--- config.mk ---
export PLATFORM = sky130hd
export DESIGN_NAME = lzd_out_stage
export DESIGN_NICKNAME = d
export VERILOG_FILES = /design/src/hw/rtl/lz_token_stream_decoder_macros.svh /design/src/hw/rtl/lzd_pkg.sv /design/src/hw/rtl/lzd_out_stage.sv
export SDC_FILE = /design/constraint.sdc
export NUM_CORES = 1
export LEC_CHECK = 0
export BUFFER_PORTS_ARGS = -buffer_cell sky130_fd_sc_hd__buf_2
export CORE_AREA = 3 3 40 42
export DETAILED_ROUTE_END_ITERATION = 16
export DIE_AREA = 0 0 43 45
export GPL_TIMING_DRIVEN = 0
export PLACE_DENSITY = 0.54
export SKIP_LAST_GASP = 1
export SLEW_MARGIN = 20
export SYNTH_ARGS = -nofsm -noshare
export SYNTH_HDL_FRONTEND = slang
export SYNTH_SLANG_ARGS = --single-unit
--- constraint.sdc ---
create_clock -name clk -period 2.9 [get_ports clk]
set_clock_uncertainty 0.1 [all_clocks]
set_input_delay 0.58 -clock clk [delete_from_list [all_inputs] [get_ports clk]]
set_output_delay 0.58 -clock clk [all_outputs]
set_load 0.005 [all_outputs]
--- src/hw/rtl/lz_token_stream_decoder_macros.svh ---
// assertion helpers for the token stream decoder
// every check is clocked on clk and held off while rst is high
`ifndef LZ_TOKEN_STREAM_DECODER_MACROS_SVH
`define LZ_TOKEN_STREAM_DECODER_MACROS_SVH

`ifndef SYNTHESIS
// same-cycle implication
`define LZD_ASSERT_NOW(label, ante, cons) \
  label: assert property (@(posedge clk) disable iff (rst) (ante) |-> (cons)) \
    else $error("lzd check failed");
// next-cycle implication
`define LZD_ASSERT_NEXT(label, ante, cons) \
  label: assert property (@(posedge clk) disable iff (rst) (ante) |=> (cons)) \
    else $error("lzd check failed");
`else
`define LZD_ASSERT_NOW(label, ante, cons)
`define LZD_ASSERT_NEXT(label, ante, cons)
`endif

`endif

--- src/hw/rtl/lzd_pkg.sv ---
package lzd_pkg;

  // field widths
  localparam int BYTE_W  = 8;
  localparam int SCALE_W = 7;
  localparam int ACCUM_W = 16;
  localparam int DIST_W  = ACCUM_W + SCALE_W;
  localparam int LEN_W   = 6;
  localparam int CODE_W  = 5;

  // reset value of the scale register
  localparam logic [SCALE_W-1:0] SCALE_RESET = 7'd32;

  // match length per length code
  localparam logic [LEN_W-1:0] LEN_TABLE [32] = '{
    6'd0,  6'd2,  6'd3,  6'd4,  6'd5,  6'd6,  6'd7,  6'd8,
    6'd9,  6'd10, 6'd11, 6'd12, 6'd14, 6'd16, 6'd18, 6'd20,
    6'd22, 6'd24, 6'd26, 6'd28, 6'd30, 6'd32, 6'd34, 6'd36,
    6'd38, 6'd40, 6'd43, 6'd46, 6'd49, 6'd52, 6'd55, 6'd60
  };

  // one result beat headed for the output register
  typedef struct packed {
    logic [BYTE_W-1:0] data;
    logic              last;
    logic              bad;
  } beat_t;

endpackage

--- src/hw/rtl/lzd_out_stage.sv ---
module lzd_out_stage import lzd_pkg::*; (
  input  logic              clk,
  input  logic              rst,
  input  logic              load,
  input  beat_t             beat,
  input  logic              out_stall,
  output logic              out_valid,
  output logic [BYTE_W-1:0] out_byte,
  output logic              run_last,
  output logic              status,
  output logic              can_load
);

  // slot frees up when empty or being taken this cycle
  assign can_load = !out_valid || !out_stall;

  // valid flag
  always_ff @(posedge clk) begin
    if (rst) begin
      out_valid <= 1'b0;
    end else if (can_load) begin
      out_valid <= load;
    end
  end

  // payload
  always_ff @(posedge clk) begin
    if (can_load && load) begin
      out_byte <= beat.data;
      run_last <= beat.last;
      status   <= beat.bad;
    end
  end

endmodule
Word-level counts from Yosys, hierarchy flattened
Cells that the tools add are included.
{"block": "op_classes", "reduce_logical": 4}
{"op": "zero test 1 bit", "n": 2}
{"op": "logical AND 1 bit", "n": 1}
{"op": "logical OR 1 bit", "n": 1}
{"block": "totals", "reg_bits": 11, "input_bits": 14, "elab_cells": 8}

Depth between registers and ports, before layout
Gate-level depths: netlist of run 1.
{"block": "logic_depth", "word_depth": 3, "ltp_mapped": 2}

Worst setup path before layout of run 1
No wires, ideal clock.
{"block": "synth_path", "path_type": "input to register", "start": "input port out_stall", "end": "register out_byte[0], enable pin", "arrival_ps": 978, "required_time_ps": 2457, "setup_slack_ps": 1479, "cell_stages": 2, "path_buffers": 0, "cell_sequence": "nand2_1 and2_1"}
{"block": "synth_via", "elab_chain_cells": 3}
{"item": "start, declared", "line_no": "lzd_out_stage.sv:6", "source": "input logic out_stall,"}
{"item": "zero test 1 bit", "line_no": "lzd_out_stage.sv:15", "source": "assign can_load = !out_valid || !out_stall;"}
{"item": "logical OR 1 bit", "line_no": "lzd_out_stage.sv:15"}
{"item": "logical AND 1 bit", "line_no": "lzd_out_stage.sv:28", "source": "if (can_load && load) begin"}
{"item": "end signal, assigned", "line_no": "lzd_out_stage.sv:29", "source": "out_byte <= beat.data;"}
{"item": "end, declared", "line_no": "lzd_out_stage.sv:8", "source": "output logic [BYTE_W-1:0] out_byte,"}
No other way between the ends.
A chain may end at the register's enable or synchronous reset.

Worst setup path in the final report of run 1
{"block": "layout_path", "start": "input port out_stall", "end": "output port can_load"}
{"block": "layout_via", "elab_chain_cells": 2}
{"item": "zero test 1 bit", "line_no": "lzd_out_stage.sv:15"}
{"item": "logical OR 1 bit", "line_no": "lzd_out_stage.sv:15"}
{"item": "end, declared", "line_no": "lzd_out_stage.sv:11", "source": "output logic can_load"}
No other way between the ends.

==> flow_summary.ini, run 1 <==
[place]
gp_congestion = 0.5871
placed_cell_area_sq_um = 483.0
port_buffers = 25

[sta]
finalSetupTns_ns = 0
drv_slew = 0
worst_slew_pin_slew_ns = 0.4196
fin_crit_ns = 1.535
hold_slack_ns = 0.3731
rsz0062_at_grt = no
fmax_mhz = 651.4
min_period_over_period = 0.5294
finalHoldViolations = 0
setup_violations = 0
relSlewSlack = 0.7202

[final_layout]
postLayoutCellArea_sq_um = 509.2
nNetsFinal = 59
area_growth_pct = 50.18
seqCellArea_sq_um = 320.3
num_antenna_cells = 0
final_common_cell = buf_2
final_cell_mix = buf_2 (25), edfxtp_1 (10), clkbuf_4 (3)
multi_input_area_sq_um = 18.77
layout-drive-gt1-share = 0.6364
fill_cells = 133
fin_util = 0.3963

[global_routing]
grt_pass1_wl_microns = 993
grt_usage = 0.07549
overflow = 0
grt_start_max_net_pins = 11
grt_pass1_vias = 243
antenna_found_initial = 0

[die]
dieHeight_microns = 45
core-area_sq_mm = 0.001285
die_area_sq_mm = 0.001935
start_util = 0.2639
io_pins = 26
die_x_microns = 43
rows = 13

[cts]
clkTransAtPathRegs_ns = 0.06
cts.htree.levels = 1
numCtsBuffers = 3
hold_buffers = 0
clk_path_buf_depth = 2
cts_tree = built
ctsResizeCount = 0
cts_setup_buffers = 0
clock-sinks = 11
clock-root-buffer = clkbuf_4
worstSkewPairLatency_ns = 0.26

[synthesis]
ys_ff_latch = 11
syn_inst = 15
syn_nets = 29
synth_cell_types = 6
seq_area_frac_synth = 0.9446
yosys_warnings = 0
synth_area_sq_um = 339.1
syn_area_per_cell_sq_um = 22.61

[route]
routed_wl_microns = 626
dr.pass1.iters = 1
drt_iter0_drc = 0
dr_total_vias = 225
wl_per_cell_microns = 10.61
viasPerCell = 3.814
ant_nets = 0
drc = 0

[critical_path]
worstSetupPathType = input port to output port
startpoint_type = input port
critPathArrivalTime_ns = 0.86
required_ns = 2.22
path_max_fanout = 2
crit_path_end_kind = output port

[run_status]
status = finished clean

[power]
peakVddDrop_uv = 246.2
powerDensity_mw_per_mm2 = 604.9
leakage_uw = 0.0002253

[min_path]
hold_path_class = input port to register

[run]
cap_violations = 0
-- Yosys cell counts --
| master | number | share of area |
|---|---|---|
| dfxtp_1 | 1 | 0.059 |
| nor2_1 | 1 | 0.011 |
| edfxtp_1 | 10 | 0.89 |
| and2_1 | 1 | 0.018 |
| a21oi_1 | 1 | 0.015 |
| nand2_1 | 1 | 0.011 |
-- sequential cells by signal, summed over array words and instances, names as in the netlist --
register	count
out_valid	1
out_byte	8
run_last	1
status	1
-- routing by layer --
metal / GRT usage / up-vias / share of wire
met4: 0.05422 / 0 / 0
met3: 0.03984 / 0 / 0.12
met2: 0.1257 / 17 / 0.52
met1: 0.07125 / 93 / 0.35
li1: - / 115 / -
met5: 0 / - / 0
-- path summary, 6_finish.rpt --
check	startpoint	endpoint	slack [ns]	cells past startpoint
setup / recovery	out_stall	can_load	1.36	3
hold / removal	rst	out_valid	0.37	2
setup reg to reg	out_valid	out_byte[5]	1.68	2
hold reg to reg	out_valid	out_valid	0.44	2
-- cells by family after synthesis --
group | after synthesis | share of synthesized area
AOI/OAI and AO/OA | 1 | 0.01475
and+or+nand+nor | 3 | 0.04058
DFF | 11 | 0.9447
-- layout make-up --
type	instances	share of cell area
clock buffers	4	0.05160
repair buffers	25	0.2457
multi-input cells	4	0.03686
flip-flops and latches	11	0.6290
well taps	15	0.03686
-- critical path, cell delays in order --
cell	delay, ns
buf_2	0.10
nand2_1	0.06
buf_2	0.11
-- metrics by stage --
stage	cells	setup slack (ns)	total power, uW
after floorplan	15	1.479	195.4
after global placement	55	1.297	213.0
after detailed placement	55	1.278	214.1
after CTS	59	1.362	315.3
after global routing	59	1.342	327.9
final	59	1.365	308.0
-- report_power, final --
group,internal (uW),switching [uW]
clock,53.1,45.3
combinational,12.9,10.7
sequential,184,2.27
total,250,58.2
No activity file was read; power rests on OpenSTA's default activity.
==> inputs of run 2 (changes only) <==
--- a/config.mk
+++ b/config.mk
@@ -10,7 +10,7 @@
 export DETAILED_ROUTE_END_ITERATION = 16
 export DIE_AREA = 0 0 43 45
 export GPL_TIMING_DRIVEN = 0
-export PLACE_DENSITY = 0.54
+export PLACE_DENSITY = 0.57
 export SKIP_LAST_GASP = 1
 export SLEW_MARGIN = 20
 export SYNTH_ARGS = -nofsm -noshare
==> constraint.sdc (replaced) <==
create_clock -name clk -period 1.38 [get_ports clk]
set_clock_uncertainty 0.1 [all_clocks]
set_input_delay 0.276 -clock clk [delete_from_list [all_inputs] [get_ports clk]]
set_output_delay 0.276 -clock clk [all_outputs]
set_load 0.005 [all_outputs]
==> flow_summary.ini, run 2 (synthesis results as in run 1) <==
[die]
die_area_sq_mm = 0.001935
dieHeight_microns = 45
core-area_sq_mm = 0.001285
start_util = 0.2639
rows = 13
die_x_microns = 43
io_pins = 26

[final_layout]
seqCellArea_sq_um = 320.3
multi_input_area_sq_um = 18.77
largest_reg_flops = 8
top_register = out_byte
nNetsFinal = 59
final_common_cell = buf_2
layout-drive-gt1-share = 0.6364
final_cell_mix = buf_2 (25), edfxtp_1 (10), clkbuf_4 (3)
fill_cells = 128
num_antenna_cells = 0
fin_util = 0.3963
area_growth_pct = 50.18
final_cell_count_no_fill = 59

[global_routing]
use_met2 = 0.1108
grt_usage = 0.06542
grt_pass1_wl_microns = 903
antenna_found_initial = 0
met3_usage = 0.02390
grt_pass1_vias = 213
grt_start_max_net_pins = 11
grt.busiest_layer = met2
overflow = 0
grt_use_met1 = 0.07161

[sta]
drv_slew = 0
fmax_mhz = 820.8
relSlewSlack = 0.7157
rsz0062_at_grt = no
min_period_over_period = 0.8828
setup_violations = 0
hold_slack_ns = 0.06817
finalHoldViolations = 0
finalSetupTns_ns = 0
worst_slew_pin_slew_ns = 0.4264
fin_crit_ns = 1.218

[power]
pwr-share-comb = 0.077
intPower_uw = 524.9
peakVddDrop_uv = 456.1
p_seq_frac = 0.604
clkPwrFrac = 0.320
powerDensity_mw_per_mm2 = 1271
p_sw_uw = 122.3
leakage_uw = 0.0002253
switching_share = 0.1889

[cts]
clk_path_buf_depth = 2
clock-sinks = 11
clock-root-buffer = clkbuf_4
worstSkewPairLatency_ns = 0.25
cts_setup_buffers = 0
cts_tree = built
ctsResizeCount = 0
cts.htree.levels = 1
clkTransAtPathRegs_ns = 0.06
numCtsBuffers = 3
hold_buffers = 0

[place]
port_buffers = 25
gp_congestion = 0.6401
dpl.cell_count = 55

[min_path]
hold_path_class = input port to register
hp-start = rst

[route]
dr_total_vias = 227
dr.pass1.iters = 2
routed_wl_microns = 616
drc = 0
ant_nets = 0
wl_per_cell_microns = 10.44
viasPerCell = 3.847
drt_iter0_drc = 6

[critical_path]
required_ns = 1.19
startpoint_type = register
worstSetupPathType = register to register
r2r_start = out_valid
crit_path_end_kind = register
path_max_fanout = 10
startpoint = out_valid
critPathArrivalTime_ns = 1.03

[run_status]
status = finished clean

[run]
cap_violations = 0
==> run 2: cell counts in the layout (fill, tap and decap cells not counted) <==
No cell type changed its count.
==> run 2: stage by stage <==
stage	power [uW]	setup slack, ns	cell area [sq um]
after CTS	657.0	0.1355	509.2
after global routing	671.9	0.09347	509.2
after global placement	447.7	0.04505	483.0
after floorplan	410.5	0.2206	339.1
final	647.2	0.1617	509.2
after detailed placement	449.5	0.06205	483.0
==> run 2: final cells by class <==
type | count | share of cell area
Clock buffer | 4 | 0.05160
Multi-Input combinational cell | 4 | 0.03686
Sequential cell | 11 | 0.6290
Tap cell | 15 | 0.03686
Timing Repair Buffer | 25 | 0.2457
==> run 2: power by group through the flow <==
stage	Sequential [uW]	Clock [uW]	Combinational [uW]
after global routing	393	224	55.5
after floorplan	402	0	8.76
after global placement	398	0	50.0
after detailed placement	398	0	51.1
final	391	207	49.7
after CTS	391	215	51.1
==> run 2: worst paths after layout <==
path	cells past startpoint	to	slack [ns]
max	2	out_byte[6]	0.16
min	2	out_valid	0.07
max reg2reg	2	out_byte[6]	0.16
min reg2reg	2	out_valid	0.42
==> run 2: per-layer routing <==
layer	routed length [microns]	vias up
met2	300	15
met1	248	96
li1	-	116
met3	66	0
met5	0	-
met4	0	0
==> run 2: worst max-delay path, cell delays in order, from the launching register on <==
cell and delay, ns:
dfxtp_1 0.32, nand2_1 0.06, and2_1 0.39
==> inputs of run 3 (changes only) <==
--- a/config.mk
+++ b/config.mk
@@ -6,11 +6,14 @@
 export NUM_CORES = 1
 export LEC_CHECK = 0
 export BUFFER_PORTS_ARGS = -buffer_cell sky130_fd_sc_hd__buf_2
-export CORE_AREA = 3 3 40 42
+export CELL_PAD_IN_SITES_DETAIL_PLACEMENT = 2
+export CELL_PAD_IN_SITES_GLOBAL_PLACEMENT = 2
+export CORE_MARGIN = 3
+export CORE_UTILIZATION = 19
 export DETAILED_ROUTE_END_ITERATION = 16
-export DIE_AREA = 0 0 43 45
 export GPL_TIMING_DRIVEN = 0
-export PLACE_DENSITY = 0.57
+export PLACE_DENSITY = 0.66
+export RECOVER_POWER = 100
 export SKIP_LAST_GASP = 1
 export SLEW_MARGIN = 20
 export SYNTH_ARGS = -nofsm -noshare
==> flow_summary.ini, run 3 (synthesis results as in run 1) <==
[run_status]
status = finished clean

[critical_path]
crit_path_end_kind = register
worst_r2r_endpoint = out_byte[2]
crit_chain = nand2_1 > and2_1
startpoint = out_valid
startpoint_type = register
r2r_start = out_valid
required_ns = 1.19
critPathArrivalTime_ns = 1.07
critical-path-max-stage-delay_ns = 0.41
crit_end = out_byte[2]
slowest_stage = and2_1
ff2ff_setup_slack_ns = 0.11
worstSetupPathType = register to register
rr_worst_depth = 2
path_max_fanout = 10

[power]
p_seq_frac = 0.607
clkPwrFrac = 0.320
total_power_uw = 646.2
switching_share = 0.1942
powerDensity_mw_per_mm2 = 1275
intPower_uw = 520.7
pwr-share-comb = 0.073
leakage_uw = 0.0001954
peakVddDrop_uv = 613.4
p_sw_uw = 125.5

[route]
top_layer_used = met4
drc = 0
route.met2.wl_microns = 396
dr.pass1.iters = 2
routed_wl_microns = 821
ant_nets = 0
wl_met1_microns = 265
wl_per_cell_microns = 12.07
met3_length_microns = 153
dr_total_vias = 253
drt_iter0_drc = 2
viasPerCell = 3.721

[global_routing]
grt_start_max_net_pins = 11
grt_pass1_wl_microns = 1179
overflow = 0
grt_pass1_vias = 251
antenna_found_initial = 0
grt_usage = 0.08112

[sta]
rsz0062_at_grt = no
relSlewSlack = 0.7002
finalHoldViolations = 0
worst_slew_pin_slew_ns = 0.4498
fin_crit_ns = 1.267
min_period_over_period = 0.9182
drv_slew = 0
setup_violations = 0
fmax_mhz = 789.2
hold_slack_ns = 0.06273
finalSetupTns_ns = 0

[cts]
worstSkewPairLatency_ns = 0.26
clock-sinks = 11
ctsResizeCount = 0
cts_tree = built
hold_buffers = 0
clock-root-buffer = clkbuf_4
numCtsBuffers = 3
cts.htree.levels = 1
clk_path_buf_depth = 2
cts_setup_buffers = 0
clkTransAtPathRegs_ns = 0.07

[min_path]
hold_path_class = input port to register
min_path_cells = 2

[place]
gp_congestion = 0.5594
dpl.cell_count = 64
port_buffers = 25

[final_layout]
top_register = out_byte
fin_util = 0.3179
final_cell_mix = buf_2 (14), clkbuf_1 (12), edfxtp_1 (10)
nNetsFinal = 59
final_cell_count_no_fill = 68
final_common_cell = buf_2
area_growth_pct = 49.45
seqCellArea_sq_um = 320.3
largest_reg_flops = 8
fill_cells = 184
layout-drive-gt1-share = 0.3864
num_antenna_cells = 0
multi_input_area_sq_um = 18.77

[die]
rows = 14
start_util = 0.2127
dieHeight_microns = 48.25
die_area_sq_mm = 0.002328
io_pins = 26
die_x_microns = 48.25
core-area_sq_mm = 0.001594

[run]
cap_violations = 0
run 3: area by class of cell:
| class | count | share of cell area |
|---|---|---|
| well taps | 24 | 0.05926 |
| flip-flops and latches | 11 | 0.6321 |
| clock buffers | 4 | 0.05185 |
| repair buffers | 25 | 0.2198 |
| multi-input cells | 4 | 0.03704 |
run 3: per-layer routing:
metal	up-vias	track usage
met1	113	0.05936
met3	2	0.05904
met4	0	0.04839
met5	-	0
met2	23	0.1458
li1	115	-
run 3: worst min-delay path by stage:
stage               from        end  slack (ns)
floorplan            rst  out_valid        0.25
global placement     rst  out_valid        0.34
detailed placement   rst  out_valid        0.34
CTS                  rst  out_valid        0.05
global route         rst  out_valid        0.05
finish               rst  out_valid        0.06
run 3: power groups by stage:
stage | Combinational (uW) | Clock, uW | Sequential [uW]
floorplan | 8.76 | 0 | 402
global placement | 51.0 | 0 | 398
detailed placement | 53.6 | 0 | 399
CTS | 53.6 | 223 | 392
global route | 54.1 | 242 | 393
finish | 47.2 | 207 | 392
run 3: critical path, delay by kind of cell, from the launching register on:
| family | cells | cell delay [ns] |
|---|---|---|
| flip-flops | 1 | 0.33 |
| AND/OR/NAND/NOR | 2 | 0.48 |
run 3: per-stage QoR:
step | cell area [sq um] | setup WS (ns)
after floorplan | 339.1 | 0.2206
after global placement | 494.2 | 0.06659
after CTS | 520.5 | 0.08734
final | 506.7 | 0.1129
after global routing | 506.7 | 0.04251
after detailed placement | 494.2 | 0.03098
